File: config.mk
export PLATFORM = sky130hd
export DESIGN_NAME = line_follower_steering
export DESIGN_NICKNAME = d
export VERILOG_FILES = /design/src/design/lfs_pkg.sv /design/src/design/line_follower_steering.sv
export SDC_FILE = /design/constraint.sdc
export NUM_CORES = 1
export LEC_CHECK = 0
export ABC_AREA = 1
export BUFFER_PORTS_ARGS = -buffer_cell sky130_fd_sc_hd__buf_2
export CAP_MARGIN = 5
export CORE_ASPECT_RATIO = 1.1
export CORE_UTILIZATION = 25
export CTS_CLUSTER_SIZE = 10
export DETAILED_ROUTE_END_ITERATION = 8
export SLEW_MARGIN = 20
export SYNTH_ARGS = -nofsm -noshare
export SYNTH_HDL_FRONTEND = slang
export SYNTH_SLANG_ARGS = --single-unit
File: constraint.sdc
create_clock -name i_clk -period 4.24 [get_ports i_clk]
set_input_delay 0.424 -clock i_clk [delete_from_list [all_inputs] [get_ports i_clk]]
set_output_delay 0.424 -clock i_clk [all_outputs]
set_load 0.005 [all_outputs]
File: src/design/lfs_pkg.sv
// ----------------------------------------------------------------------------
// lfs_pkg: shared types and constants for the line follower steering block
// Beat layouts for both channels, register indexes and fixed scale factors.
// ----------------------------------------------------------------------------
package lfs_pkg;

    localparam int READS_PER_EVENT = 3;
    localparam int RAW_NEED        = READS_PER_EVENT / 2 + 1;
    localparam logic [2:0] RAW_MASK =
        (READS_PER_EVENT >= 3) ? 3'b111 : 3'((1 << READS_PER_EVENT) - 1);

    localparam logic [7:0] SLOW_Q8    = 8'd154;
    localparam logic [7:0] BIAS_Q8    = 8'd205;
    localparam logic [7:0] TURN_EXTRA = 8'd10;
    localparam logic [7:0] DUTY_MAX   = 8'd255;

    localparam logic [15:0] TIMEOUT_RST = 16'd5000;
    localparam logic [7:0]  BASE_RST    = 8'd80;
    localparam logic [7:0]  TURN_RST    = 8'd75;
    localparam logic [7:0]  REVERSE_RST = 8'd65;

    typedef enum logic [2:0] {
        CFG_POLARITY = 3'd0,
        CFG_TIMEOUT  = 3'd1,
        CFG_BASE     = 3'd2,
        CFG_TURN     = 3'd3,
        CFG_REVERSE  = 3'd4
    } t_cfg_index;

    typedef struct packed {
        logic [2:0]  left_reads;
        logic [2:0]  right_reads;
        logic [31:0] now_ms;
    } t_in_beat;

    typedef struct packed {
        logic       left_forward;
        logic [7:0] left_duty;
        logic       right_forward;
        logic [7:0] right_duty;
        logic       left_on_line;
        logic       right_on_line;
        logic       right_fault;
    } t_out_beat;

endpackage

File: src/design/line_follower_steering.sv
// ----------------------------------------------------------------------------
// line_follower_steering: two-sensor line follower steering
// Majority filters each sensor over raw reads and a history ring, tracks the
// right sensor timeout and drives direction and duty of both motors.
// ----------------------------------------------------------------------------
// an accepted input beat is registered into the result register unless a result is stalled
// throughput: one beat per cycle while the output is not stalled, set by the single result register
// a skid register takes one more beat while a result is stalled
// reset (synchronous, active low) restores register defaults, clears the
// history rings, slot and seen time, and marks the right sensor reliable
module line_follower_steering #(
    parameter int HISTORY_DEPTH = 3
) (
    input  logic              i_clk,
    input  logic              i_rst_n,
    input  logic              i_in_valid,
    output logic              o_in_stall,
    input  lfs_pkg::t_in_beat i_in_data,
    output logic              o_out_valid,
    input  logic              i_out_stall,
    output lfs_pkg::t_out_beat o_out_data,
    input  logic              i_cfg_valid,
    output logic              o_cfg_ready,
    input  logic [2:0]        i_cfg_index,
    input  logic [15:0]       i_cfg_data
);

    localparam int SLOT_W    = (HISTORY_DEPTH > 1) ? $clog2(HISTORY_DEPTH) : 1;
    localparam int HIST_NEED = HISTORY_DEPTH / 2 + 1;

    logic        r_polarity;
    logic [15:0] r_timeout;
    logic [7:0]  r_base;
    logic [7:0]  r_turn;
    logic [7:0]  r_reverse;

    logic [HISTORY_DEPTH-1:0] r_left_hist, n_left_hist;
    logic [HISTORY_DEPTH-1:0] r_right_hist, n_right_hist;
    logic [SLOT_W-1:0]        r_slot, n_slot;
    logic [31:0]              r_seen, n_seen;
    logic                     r_reliable, n_reliable;

    logic               r_out_valid, r_skid_valid;
    lfs_pkg::t_out_beat r_out, r_skid, n_res;

    logic        accept;
    logic        left_raw, right_raw, lon, ron;
    logic [31:0] elapsed;
    logic [15:0] slow_prod, bias_prod;
    logic [8:0]  turn_sum;
    logic [7:0]  turn_duty;

    assign o_cfg_ready = 1'b1;
    assign o_in_stall  = r_skid_valid;
    assign o_out_valid = r_out_valid;
    assign o_out_data  = r_out;
    assign accept      = i_in_valid && !o_in_stall;

    always_ff @(posedge i_clk) begin
        if (!i_rst_n) begin
            r_polarity <= 1'b0;
            r_timeout  <= lfs_pkg::TIMEOUT_RST;
            r_base     <= lfs_pkg::BASE_RST;
            r_turn     <= lfs_pkg::TURN_RST;
            r_reverse  <= lfs_pkg::REVERSE_RST;
        end else if (i_cfg_valid && o_cfg_ready) begin
            unique case (lfs_pkg::t_cfg_index'(i_cfg_index))
                lfs_pkg::CFG_POLARITY: r_polarity <= i_cfg_data[0];
                lfs_pkg::CFG_TIMEOUT:  r_timeout  <= i_cfg_data;
                lfs_pkg::CFG_BASE:     r_base     <= i_cfg_data[7:0];
                lfs_pkg::CFG_TURN:     r_turn     <= i_cfg_data[7:0];
                lfs_pkg::CFG_REVERSE:  r_reverse  <= i_cfg_data[7:0];
                default: ;
            endcase
        end
    end

    always_comb begin
        left_raw  = $countones(i_in_data.left_reads & lfs_pkg::RAW_MASK)
                    >= lfs_pkg::RAW_NEED;
        right_raw = $countones(i_in_data.right_reads & lfs_pkg::RAW_MASK)
                    >= lfs_pkg::RAW_NEED;

        n_left_hist          = r_left_hist;
        n_right_hist         = r_right_hist;
        n_left_hist[r_slot]  = left_raw;
        n_right_hist[r_slot] = right_raw;

        lon = (($countones(n_left_hist) >= HIST_NEED) == r_polarity);
        ron = (($countones(n_right_hist) >= HIST_NEED) == r_polarity);

        n_slot = (r_slot == SLOT_W'(HISTORY_DEPTH - 1)) ? '0 : r_slot + 1'b1;

        elapsed    = i_in_data.now_ms - r_seen;
        n_seen     = r_seen;
        n_reliable = r_reliable;
        if (ron) begin
            n_seen     = i_in_data.now_ms;
            n_reliable = 1'b1;
        end else if (elapsed > {16'd0, r_timeout}) begin
            n_reliable = 1'b0;
        end

        slow_prod = r_base * lfs_pkg::SLOW_Q8;
        bias_prod = r_base * lfs_pkg::BIAS_Q8;
        turn_sum  = {1'b0, r_turn} + {1'b0, lfs_pkg::TURN_EXTRA};
        turn_duty = turn_sum[8] ? lfs_pkg::DUTY_MAX : turn_sum[7:0];

        n_res               = '0;
        n_res.left_on_line  = lon;
        n_res.right_on_line = ron;
        n_res.right_fault   = !n_reliable;
        priority if (!lon && !ron) begin
            n_res.left_forward  = 1'b1;
            n_res.left_duty     = r_base;
            n_res.right_forward = 1'b1;
            n_res.right_duty    = r_base;
        end else if (lon && ron) begin
            n_res.left_forward  = 1'b1;
            n_res.left_duty     = slow_prod[15:8];
            n_res.right_forward = 1'b1;
            n_res.right_duty    = slow_prod[15:8];
        end else if (lon && n_reliable) begin
            n_res.left_forward  = 1'b1;
            n_res.left_duty     = turn_duty;
            n_res.right_forward = 1'b0;
            n_res.right_duty    = r_reverse;
        end else if (lon) begin
            n_res.left_forward  = 1'b1;
            n_res.left_duty     = bias_prod[15:8];
            n_res.right_forward = 1'b1;
            n_res.right_duty    = r_base;
        end else begin
            n_res.left_forward  = 1'b0;
            n_res.left_duty     = r_reverse;
            n_res.right_forward = 1'b1;
            n_res.right_duty    = turn_duty;
        end
    end

    always_ff @(posedge i_clk) begin
        if (!i_rst_n) begin
            r_left_hist  <= '0;
            r_right_hist <= '0;
            r_slot       <= '0;
            r_seen       <= '0;
            r_reliable   <= 1'b1;
        end else if (accept) begin
            r_left_hist  <= n_left_hist;
            r_right_hist <= n_right_hist;
            r_slot       <= n_slot;
            r_seen       <= n_seen;
            r_reliable   <= n_reliable;
        end
    end

    always_ff @(posedge i_clk) begin
        if (!i_rst_n) begin
            r_out_valid  <= 1'b0;
            r_skid_valid <= 1'b0;
        end else if (!r_out_valid || !i_out_stall) begin
            if (r_skid_valid) begin
                r_out_valid  <= 1'b1;
                r_skid_valid <= 1'b0;
            end else begin
                r_out_valid <= accept;
            end
        end else if (accept) begin
            r_skid_valid <= 1'b1;
        end
    end

    always_ff @(posedge i_clk) begin
        if (!r_out_valid || !i_out_stall) begin
            r_out <= r_skid_valid ? r_skid : n_res;
        end else if (accept) begin
            r_skid <= n_res;
        end
    end

    // skid beat only exists behind a held result
    a_skid_behind_out: assert property (@(posedge i_clk) disable iff (!i_rst_n)
        r_skid_valid |-> r_out_valid)
        else $error("skid beat without output beat");

    // a stalled result plus a new beat fills the skid
    a_skid_fill: assert property (@(posedge i_clk) disable iff (!i_rst_n)
        (r_out_valid && i_out_stall && accept) |=> o_in_stall)
        else $error("beat lost while result stalled");

    // seeing the right line restores reliability
    a_right_seen: assert property (@(posedge i_clk) disable iff (!i_rst_n)
        (accept && n_res.right_on_line) |=> (r_reliable && r_seen == $past(i_in_data.now_ms)))
        else $error("right detection not recorded");

endmodule

==> flow_summary.json, run 1 <==
{
  "synth.top_cells.by_area": "nand2_1 17%, dfxtp_1 16%, ha_1 14%",
  "cts_max_level": 4,
  "relSlewSlack": 0.3361,
  "antenna_found_initial": 1,
  "rows": 78,
  "die_width_um": 198.6,
  "path_buf_inv": 3,
  "slowest_stage": "fa_1",
  "yosysSeqAreaShare": 0.2770,
  "synth_nets": 1793,
  "cts.path.max_buffers": 2,
  "grt_max_degree": 76,
  "clk_pin_slew_ns": 0.06,
  "final_cells": 2283,
  "grt_pass1_wl_um": 48130,
  "critPathLaunch": "r_base[2]$_SDFFE_PN0P_",
  "path_delay_family": "adder cells",
  "rsz0062_at_grt": "true",
  "grt_remaining_overflow": 0,
  "post-synth-top-area-cell": "nand2_1",
  "nets": 1908,
  "drive_above_1_share": 0.1423,
  "hold_class": "in2reg",
  "yosysWarnings": 0,
  "io_buffers": 84,
  "grt_usage": 0.1411,
  "gp_congestion": 0.8905,
  "maxSlewViolCount": 0,
  "pwr-share-seq": 0.291,
  "cts_hold_buf": 0,
  "dp_cells": 2244,
  "r2r_cells": 20,
  "antenna_left": 0,
  "area_growth_pct": 20.91,
  "worst_slew_pin_slew_ns": 0.9935,
  "die-area_um2": 43330,
  "end_kind": "flip-flop",
  "hold_viol": 0,
  "cell_internal_pwr_w": 0.003157,
  "p_per_area_nw_per_um2": 393.7,
  "power_switching_w": 0.001901,
  "cts_sinks": 126,
  "cp_cell_sequence": "buf_4, ha_1, inv_1, fa_1, inv_1, fa_1, ha_1, ha_2, a21oi_1, o21ai_0, nand2_1, o2111ai_2, xnor2_1, o21ai_1, nand2_1, nand3_1, nand2_1, nand2_1, nand2_1, nand2_1",
  "cts_tree": "done",
  "cp_common_cell": "nand2_1",
  "start_util": 0.2556,
  "n_fill_cell": 4629,
  "rrSetupSlack_ns": 0.26,
  "start_kind": "flip-flop",
  "cp.arrival_ns": 4.17,
  "async_reset_ff_frac": 0,
  "worst-path-stages": 20,
  "peakVddDrop_mv": 0.3261,
  "syn_inst": 1594,
  "pre_cts_slack_ns": -0.09928,
  "outcome": "complete, no violations",
  "power_frac_comb": 0.405,
  "drt_iter0_markers": 489,
  "insertion_delay_ns": 0.44,
  "syn_area_um2": 10630,
  "postLayoutCoreUtil": 0.3090,
  "worstSetupPathType": "reg2reg",
  "swShare": 0.3758,
  "core-area_um2": 41570,
  "hold_start": "i_cfg_data[12]",
  "clock_skew_ns": 0.01364,
  "ys_seq_elements": 126,
  "io_pins": 86,
  "drc": 0,
  "endpoint": "o_out_data[18]$_DFFE_PP_",
  "wl_um": 29720,
  "worstPathMaxFanout": 5,
  "clock-root-buffer": "clkbuf_16",
  "fin_crit_sh": 0.9385,
  "yosys_most_used_dff": "dfxtp_1",
  "regToRegStartpoint": "r_base[2]$_SDFFE_PN0P_",
  "setup_violations": 0,
  "timing.fmax_mhz": 251.3,
  "wl_per_cell_um": 13.02,
  "setup_ws_ns": 0.2609,
  "viasPerCell": 4.374,
  "finalCriticalPeriod_ns": 3.979,
  "avgSynthCellArea_um2": 6.666,
  "cts_made_buffers": 17,
  "total_power_w": 0.005058,
  "p_leak_nw": 6.573,
  "die_h_um": 218.2,
  "worstReg2RegEnd": "o_out_data[18]$_DFFE_PP_",
  "cpPeakStageDelay_ns": 0.52,
  "clockPowerShare": 0.304,
  "dp_hpwl_um": 24100,
  "synth_edf_count": 42,
  "synth_top_area_share": 0.1678,
  "synth_cell_types": 45,
  "cap_violations": 0,
  "grt_pass1_vias": 9567,
  "crit_required_ns": 4.43,
  "num_vias": 9985,
  "dr.pass1.iters": 5,
  "finalSetupTns_ns": 0
}
==> kinds of logic after synthesis <==
group / Yosys count / share of synthesized area
other: 1 / 0.0003529
AO/OA/AOI/OAI: 246 / 0.1234
multiplexers: 2 / 0.001884
XOR/XNOR: 24 / 0.01978
adder cells (fa/ha/maj): 137 / 0.1748
buffers and inverters: 332 / 0.1189
AND/OR/NAND/NOR: 726 / 0.2839
flip-flops: 126 / 0.2770
==> layout make-up <==
cell class,instances,area [um^2],area share
Antenna cell,1,2.502,0.0001948
Clock buffer,18,429.2,0.03340
Clock inverter,14,180.2,0.01402
Inverter,303,1137,0.08853
Multi-Input combinational cell,1136,6694,0.5210
Sequential cell,126,2948,0.2295
Tap cell,560,700.7,0.05454
Timing Repair Buffer,125,755.7,0.05882
==> per-layer routing <==
metal,vias to the layer above,track usage,part of all wire
met4,0,0.04872,0.026
met1,4466,0.1774,0.46
li1,5272,-,-
met5,-,0,0
met3,38,0.02315,0.038
met2,209,0.2420,0.48
==> cell usage in the layout (no fill, tap or decap), types with 18 or more instances in the layout <==
master | synthesis | layout
nor2_1 | 110 | 104
nand3_1 | 74 | 73
a21oi_1 | 114 | 107
inv_1 | 295 | 295
fa_1 | 19 | 18
nand2_2 | 13 | 22
buf_2 | 2 | 83
o21ai_0 | 101 | 95
buf_4 | 2 | 40
nand2_1 | 475 | 466
dfxtp_1 | 84 | 80
edfxtp_1 | 42 | 42
ha_1 | 118 | 101
==> cell usage after synthesis, drive strengths merged (2+ instances only) <==
cell	instances
buf	6
nand4	16
dfxtp	84
clkinv	3
mux2i	2
a21o	4
clkbuf	23
ha	118
and3	3
inv	300
o21ai	103
a31oi	2
o211ai	8
and2	4
xnor2	7
fa	19
nor3	7
nand3	77
nand2	490
a21oi	114
nor2	119
nand3b	5
o21bai	10
edfxtp	42
or2	5
xor2	17
==> metrics by stage <==
stage	hold WS, ns	area (um^2)
after floorplan	0.4331	10630
after global placement	0.4427	11900
after detailed placement	0.4510	11900
after CTS	0.1835	12530
after global routing	0.2163	12840
final	0.2027	12850
==> sequential cells by signal (all words and copies together) (netlist names) <==
register and cells:
r_base 8, o_out_data 21, o_in_stall 1, o_out_valid 1
r_right_hist 3, r_slot 2, r_seen 32, r_turn 8
r_reverse 8, r_timeout 16, r_skid 21, r_reliable 1
r_left_hist 3, r_polarity 1
==> tightest hold or removal path, delay by kind of cell <==
family	cells	cell delay, ns
buffers and inverters	1	0.07
AO/OA/AOI/OAI	1	0.06
AND/OR/NAND/NOR	1	0.04
==> power by group through the flow <==
stage	sequential [W]	clock (W)	combinational [W]
finish	0.00147	0.00154	0.00205
global route	0.00149	0.00162	0.00234
CTS	0.00147	0.00157	0.00195
detailed placement	0.00150	0	0.00191
global placement	0.00150	0	0.00189
floorplan	0.00150	0	0.00131
==> repair_timing <==
| item | in CTS | in global routing |
|---|---|---|
| pin swaps | 0 | 15 |
| resized for setup | 3 | 59 |
| endpoints found under the setup margin | 1 | 31 |
| setup buffers | 1 | 5 |
==> worst min path at each step <==
stage,end,slack [ns],cells past startpoint
after floorplan,r_seen[10]$_SDFFE_PN0P_,0.43,2
after global placement,r_seen[20]$_SDFFE_PN0P_,0.44,2
after detailed placement,r_seen[21]$_SDFFE_PN0P_,0.45,2
after CTS,r_timeout[12]$_SDFFE_PN1P_,0.18,3
after global routing,r_timeout[12]$_SDFFE_PN1P_,0.22,3
final,r_timeout[12]$_SDFFE_PN1P_,0.20,3
No activity file was read; power rests on OpenSTA's default activity.
==> inputs of run 2 (changes only) <==
--- a/config.mk
+++ b/config.mk
@@ -8,7 +8,7 @@
 export ABC_AREA = 1
 export BUFFER_PORTS_ARGS = -buffer_cell sky130_fd_sc_hd__buf_2
 export CAP_MARGIN = 5
-export CORE_ASPECT_RATIO = 1.1
+export CORE_ASPECT_RATIO = 0.9
 export CORE_UTILIZATION = 25
 export CTS_CLUSTER_SIZE = 10
 export DETAILED_ROUTE_END_ITERATION = 8
==> flow_summary.json, run 2 (same netlist as run 1, synthesis figures left out) <==
{
  "insertion_delay_ns": 0.44,
  "n_fill_cell": 4574,
  "clockPowerShare": 0.293,
  "grt_pass1_vias": 9589,
  "worstPathMaxFanout": 4,
  "largest_register_ffs": 32,
  "whs_path_depth": 3,
  "final_cell_mix": "468 x nand2_1, 295 x inv_1, 108 x a21oi_1, 105 x nor2_1, 103 x ha_1",
  "crit_required_ns": 4.43,
  "antenna_left": 0,
  "dr.pass1.iters": 5,
  "setup_ws_ns": 0.2134,
  "grt_pass1_wl_um": 49110,
  "cts_hold_buf": 0,
  "swShare": 0.3816,
  "wl_um": 30480,
  "num_vias": 10100,
  "relSlewSlack": 0.3604,
  "p_leak_nw": 6.526,
  "io_buffers": 84,
  "drc": 0,
  "rrSetupSlack_ns": 0.21,
  "final_common_cell": "nand2_1",
  "end_kind": "flip-flop",
  "pre_cts_slack_ns": -0.1970,
  "outcome": "complete, no violations",
  "hold_viol": 0,
  "cell_internal_pwr_w": 0.003065,
  "setup_violations": 0,
  "power_frac_comb": 0.409,
  "regToRegStartpoint": "r_base[2]$_SDFFE_PN0P_",
  "peakVddDrop_mv": 0.3067,
  "fin_crit_sh": 0.9497,
  "top_register": "r_seen",
  "min_to": "r_timeout[12]$_SDFFE_PN1P_",
  "grt_remaining_overflow": 0,
  "antenna_found_initial": 1,
  "worstSetupPathType": "reg2reg",
  "drt_iter0_markers": 552,
  "cts.path.max_buffers": 2,
  "die_h_um": 197.6,
  "pwr-share-seq": 0.298,
  "grt_usage": 0.1439,
  "area_growth_pct": 19.87,
  "timing.fmax_mhz": 248.3,
  "power_switching_w": 0.001892,
  "die_width_um": 219.3,
  "p_per_area_nw_per_um2": 389.2,
  "start_util": 0.2539,
  "clk_pin_slew_ns": 0.07,
  "gp_congestion": 0.9072,
  "cts_sinks": 126,
  "cap_violations": 0,
  "r2r_cells": 20,
  "whs_ns": 0.2113,
  "cp.arrival_ns": 4.22,
  "viasPerCell": 4.467,
  "io_pins": 86,
  "cts_tree": "done",
  "wl_per_cell_um": 13.48,
  "finalCriticalPeriod_ns": 4.027,
  "nets": 1900,
  "worst_slew_pin_slew_ns": 0.9542,
  "hold_start": "i_cfg_data[12]",
  "maxSlewViolCount": 0,
  "design_area_um2": 12740,
  "n_antenna_cell": 0,
  "dp_hpwl_um": 24870,
  "cts_made_buffers": 17,
  "rows": 71,
  "drive_above_1_share": 0.1371,
  "hold_class": "in2reg",
  "clock-root-buffer": "clkbuf_16",
  "clock_skew_ns": 0.01020,
  "worstReg2RegEnd": "o_out_data[18]$_DFFE_PP_",
  "die-area_um2": 43330,
  "core-area_um2": 41840,
  "cts_max_level": 4,
  "placed_area_um2": 11850,
  "grt_max_degree": 43,
  "start_kind": "flip-flop"
}
-- run 2: cell count changes in the layout (fill, tap and decap cells not counted), moves of 3 or more --
cell,delta
inv_6,-3
buf_4,-9
nand3_2,+3
clkinv_2,+4
nand3_1,-3
o21ai_1,-3
-- run 2: stage by stage --
step	std cells	power [W]	util	setup TNS [ns]
CTS	2258	0.004878	0.2969	0
global route	2261	0.005349	0.3044	-0.03846
floorplan	1594	0.002815	-	0
global placement	2226	0.003375	0.2832	-2.311
detailed placement	2226	0.003402	0.2832	-1.909
finish	2261	0.004957	0.3044	0
-- run 2: layout make-up --
type	instances	area, um^2	share of cell area
Clock inverter	14	142.6	0.01120
Sequential cell	126	2949	0.2316
Tap cell	547	684.4	0.05374
Clock buffer	18	429.2	0.03370
Inverter	303	1137	0.08930
Multi-Input combinational cell	1136	6700	0.5261
Timing Repair Buffer	117	693.2	0.05443
-- run 2: metal layers --
metal	vias up	routed length [um]	share of wire	GRT usage
met4	0	503	0.017	0.04192
met1	4613	15300	0.50	0.1965
met3	28	1143	0.037	0.02987
met2	192	13540	0.44	0.2264
li1	5267	-	-	-
met5	-	0	0	0
-- run 2: what timing repair did --
item | in CTS | in global routing
endpoints found under the setup margin | 1 | 33
pin swaps | 0 | 9
gates resized for setup | 1 | 58
buffers inserted | 0 | 3
-- run 2: power groups by stage --
| stage | clock [W] | combinational [W] | sequential (W) |
|---|---|---|---|
| global placement | 0 | 0.00188 | 0.00150 |
| detailed placement | 0 | 0.00190 | 0.00150 |
| finish | 0.00145 | 0.00203 | 0.00148 |
| floorplan | 0 | 0.00131 | 0.00150 |
| global route | 0.00153 | 0.00233 | 0.00149 |
| CTS | 0.00149 | 0.00192 | 0.00148 |
-- run 2: how the worst max path moves through the flow --
stage                           start                       end  slack [ns]  depth (start not counted)
6_report       r_base[2]$_SDFFE_PN0P_  o_out_data[18]$_DFFE_PP_        0.21                         20
5_1_grt        r_seen[6]$_SDFFE_PN0P_  o_out_data[17]$_DFFE_PP_       -0.02                         27
4_1_cts        r_base[1]$_SDFFE_PN0P_  o_out_data[19]$_DFFE_PP_       0.008                         20
3_5_place_dp             i_in_data[0]  o_out_data[13]$_DFFE_PP_       -0.20                         31
3_3_place_gp             i_in_data[0]  o_out_data[13]$_DFFE_PP_       -0.21                         31
2_1_floorplan  r_base[6]$_SDFFE_PN1P_  o_out_data[19]$_DFFE_PP_        0.11                         20
-- run 2: critical path, cell delays in order, from the launching register on --
cell and delay, ns:
dfxtp_1 0.38, ha_4 0.23, fa_1 0.50, inv_1 0.05, fa_1 0.51, inv_1 0.06
fa_1 0.50, ha_4 0.32, buf_4 0.12, nand2_2 0.06, inv_1 0.05, nand4_1 0.11
o2111ai_2 0.25, xnor2_1 0.16, o21ai_1 0.07, nand2_1 0.06, nand3_1 0.06, nand2_1 0.06
nand2_1 0.08, nand2_1 0.07, nand2_1 0.07
==> inputs of run 3 (changes only) <==
--- a/config.mk
+++ b/config.mk
@@ -5,7 +5,6 @@
 export SDC_FILE = /design/constraint.sdc
 export NUM_CORES = 1
 export LEC_CHECK = 0
-export ABC_AREA = 1
 export BUFFER_PORTS_ARGS = -buffer_cell sky130_fd_sc_hd__buf_2
 export CAP_MARGIN = 5
 export CORE_ASPECT_RATIO = 0.9
==> flow_summary.json, run 3 <==
{
  "outcome": "finished with violations",
  "violations": "negative setup slack",
  "setup_violations": 37,
  "clock-root-buffer": "clkbuf_16",
  "post-synth-top-area-cell": "dfxtp_1",
  "timing.fmax_mhz": 202.9,
  "ys_seq_elements": 126,
  "cts_made_buffers": 17,
  "total_power_w": 0.004505,
  "synth_commonest_cells": "223 x nand2_1, 127 x inv_1, 118 x ha_1, 84 x dfxtp_1, 80 x nor2_1",
  "yosysMostFrequentCell": "nand2_1",
  "drt-met1-wl_um": 14940,
  "worst_slew_pin_slew_ns": 0.8908,
  "relSlewSlack": 0.4061,
  "synth_top_area_share": 0.1670,
  "start_util": 0.2541,
  "syn_area_um2": 10070,
  "yosys_most_used_dff": "dfxtp_1",
  "crit_required_ns": 4.43,
  "grt_remaining_overflow": 0,
  "rrSetupSlack_ns": -0.69,
  "grt_max_degree": 55,
  "setup_ws_ns": -0.6886,
  "power_switching_w": 0.001556,
  "cts.path.max_buffers": 2,
  "io_buffers": 84,
  "cts_max_level": 4,
  "die-area_um2": 41090,
  "antenna_found_initial": 0,
  "area_growth_pct": 33.34,
  "placed_area_um2": 12550,
  "cp_common_cell": "nand2_1",
  "design_area_um2": 13430,
  "clock_skew_ns": 0.01095,
  "worstSetupPathType": "reg2reg",
  "drt_iter0_markers": 577,
  "avgSynthCellArea_um2": 8.108,
  "n_fill_cell": 4119,
  "highest_layer": "met4",
  "rows": 69,
  "synth_edf_count": 42,
  "maxSlewViolCount": 0,
  "grt_usage": 0.1527,
  "drc": 0,
  "dp_hpwl_um": 24090,
  "final_cell_mix": "222 x nand2_1, 177 x buf_4, 125 x inv_1, 108 x ha_1, 84 x buf_2",
  "p_per_area_nw_per_um2": 335.5,
  "grt_pass1_wl_um": 49320,
  "die_h_um": 192.4,
  "drive_above_1_share": 0.2644,
  "p_leak_nw": 5.838,
  "power_frac_comb": 0.363,
  "worstPathMaxFanout": 3,
  "synth_cell_types": 69,
  "cpPeakStageDelay_ns": 0.52,
  "cell_internal_pwr_w": 0.002949,
  "start_kind": "flip-flop",
  "cts_tree": "done",
  "cts_sinks": 126,
  "end_kind": "flip-flop",
  "nets": 1676,
  "whs_ns": 0.2206,
  "async_reset_ff_frac": 0,
  "clk_pin_slew_ns": 0.07,
  "hold_class": "in2reg",
  "met3_length_um": 1129,
  "pwr-share-seq": 0.319,
  "peakVddDrop_mv": 0.2575,
  "swShare": 0.3455,
  "syn_inst": 1242,
  "top_register": "r_seen",
  "cap_violations": 0,
  "antenna_left": 0,
  "die_width_um": 213.6,
  "cp_cell_sequence": "inv_2, ha_4, buf_4, a21oi_2, a2111oi_4, nor3_2, nand2_1, nand2_1, nand2_1, nand3_1, nand2_1, xor2_1, ha_1, nand4_1, nor4_2, a21boi_1, or4_4, a21oi_2, nor3b_4, o2111ai_2, or4_4, and3_4, a311o_1, mux2_4",
  "synth.top_cells.by_area": "dfxtp_1 17%, ha_1 15%, edfxtp_1 13%",
  "core-area_um2": 39630,
  "grt_pass1_vias": 9223,
  "dr.pass1.iters": 7,
  "gp_congestion": 0.8928,
  "largest_register_ffs": 32,
  "insertion_delay_ns": 0.44,
  "n_antenna_cell": 0,
  "wl_um": 30150,
  "rsz0062_at_grt": "true",
  "clockPowerShare": 0.318,
  "viasPerCell": 4.694,
  "yosysWarnings": 0,
  "final_common_cell": "nand2_1",
  "hold_viol": 0,
  "slowest_stage": "or4_4",
  "wl_per_cell_um": 14.91,
  "num_vias": 9491,
  "dr_wl_met2_um": 13730,
  "synth_nets": 1441,
  "cts_hold_buf": 0,
  "io_pins": 86,
  "yosysSeqAreaShare": 0.2922,
  "finalCriticalPeriod_ns": 4.929,
  "fin_crit_sh": 1.162,
  "cp.arrival_ns": 5.11
}
==> run 3: what timing repair did <==
action | 4_1_cts | 5_1_grt
setup endpoints to repair | 37 | 37
cloned | 1 | 0
buffers inserted | 11 | 2
pin swaps | 14 | 7
gates resized for setup | 34 | 9
==> run 3: kinds of logic after synthesis <==
| group | share of synthesized area |
|---|---|
| adders and majority gates | 0.1844 |
| AOI/OAI and AO/OA | 0.2025 |
| muxes | 0.02423 |
| and+or+nand+nor | 0.1971 |
| xor gates and xnor gates | 0.03218 |
| DFF | 0.2922 |
| other | 0.0003724 |
| buffers and inverters | 0.06697 |
==> run 3: power by group through the flow <==
stage	clock, W	sequential [W]	combinational [W]
detailed placement	0	0.00146	0.00157
CTS	0.00147	0.00144	0.00161
finish	0.00143	0.00144	0.00163
floorplan	0	0.00145	0.000933
global placement	0	0.00147	0.00153
global route	0.00152	0.00145	0.00182
==> run 3: final timing paths <==
kind / from / end / cells after the start
setup reg to reg: r_seen[2]$_SDFFE_PN0P_ / o_out_data[4]$_DFFE_PP_ / 24
hold / removal: i_cfg_data[9] / r_timeout[9]$_SDFFE_PN1P_ / 3
hold reg to reg: r_seen[7]$_SDFFE_PN0P_ / r_seen[7]$_SDFFE_PN0P_ / 2
setup / recovery: r_seen[2]$_SDFFE_PN0P_ / o_out_data[4]$_DFFE_PP_ / 24
==> run 3: layout make-up <==
type	instances	area, um^2	share of cell area
Clock inverter	14	120.1	0.008946
Clock buffer	18	450.4	0.03355
Inverter	127	484.2	0.03606
Tap cell	532	665.6	0.04958
Sequential cell	126	2958	0.2203
Multi-Input combinational cell	939	6943	0.5171
Timing Repair Buffer	266	1805	0.1345
==> run 3: stage by stage <==
stage / setup TNS (ns) / setup WS, ns / utilization / std cells
floorplan: -5.766 / -0.5809 / - / 1242
global placement: -24.92 / -0.9751 / 0.3166 / 1977
detailed placement: -27.41 / -1.033 / 0.3166 / 1977
CTS: -19.15 / -0.7119 / 0.3370 / 2020
global route: -29.85 / -0.9778 / 0.3388 / 2022
finish: -19.29 / -0.6886 / 0.3388 / 2022
==> run 3: critical path, delay by kind of cell (launching register included) <==
family                     cells  cell delay, ns
buffers and inverters          2            0.14
muxes                          1            0.26
and+or+nand+nor               12            2.03
adders and majority gates      2            0.53
DFF                            1            0.33
AOI/OAI and AO/OA              6            1.23
xor gates and xnor gates       1            0.16
==> run 3: per-layer routing <==
metal / up-vias / global-route usage
met2: 172 / 0.2426
met5: - / 0
li1: 4819 / -
met3: 29 / 0.02701
met4: 0 / 0.03819
met1: 4471 / 0.2121
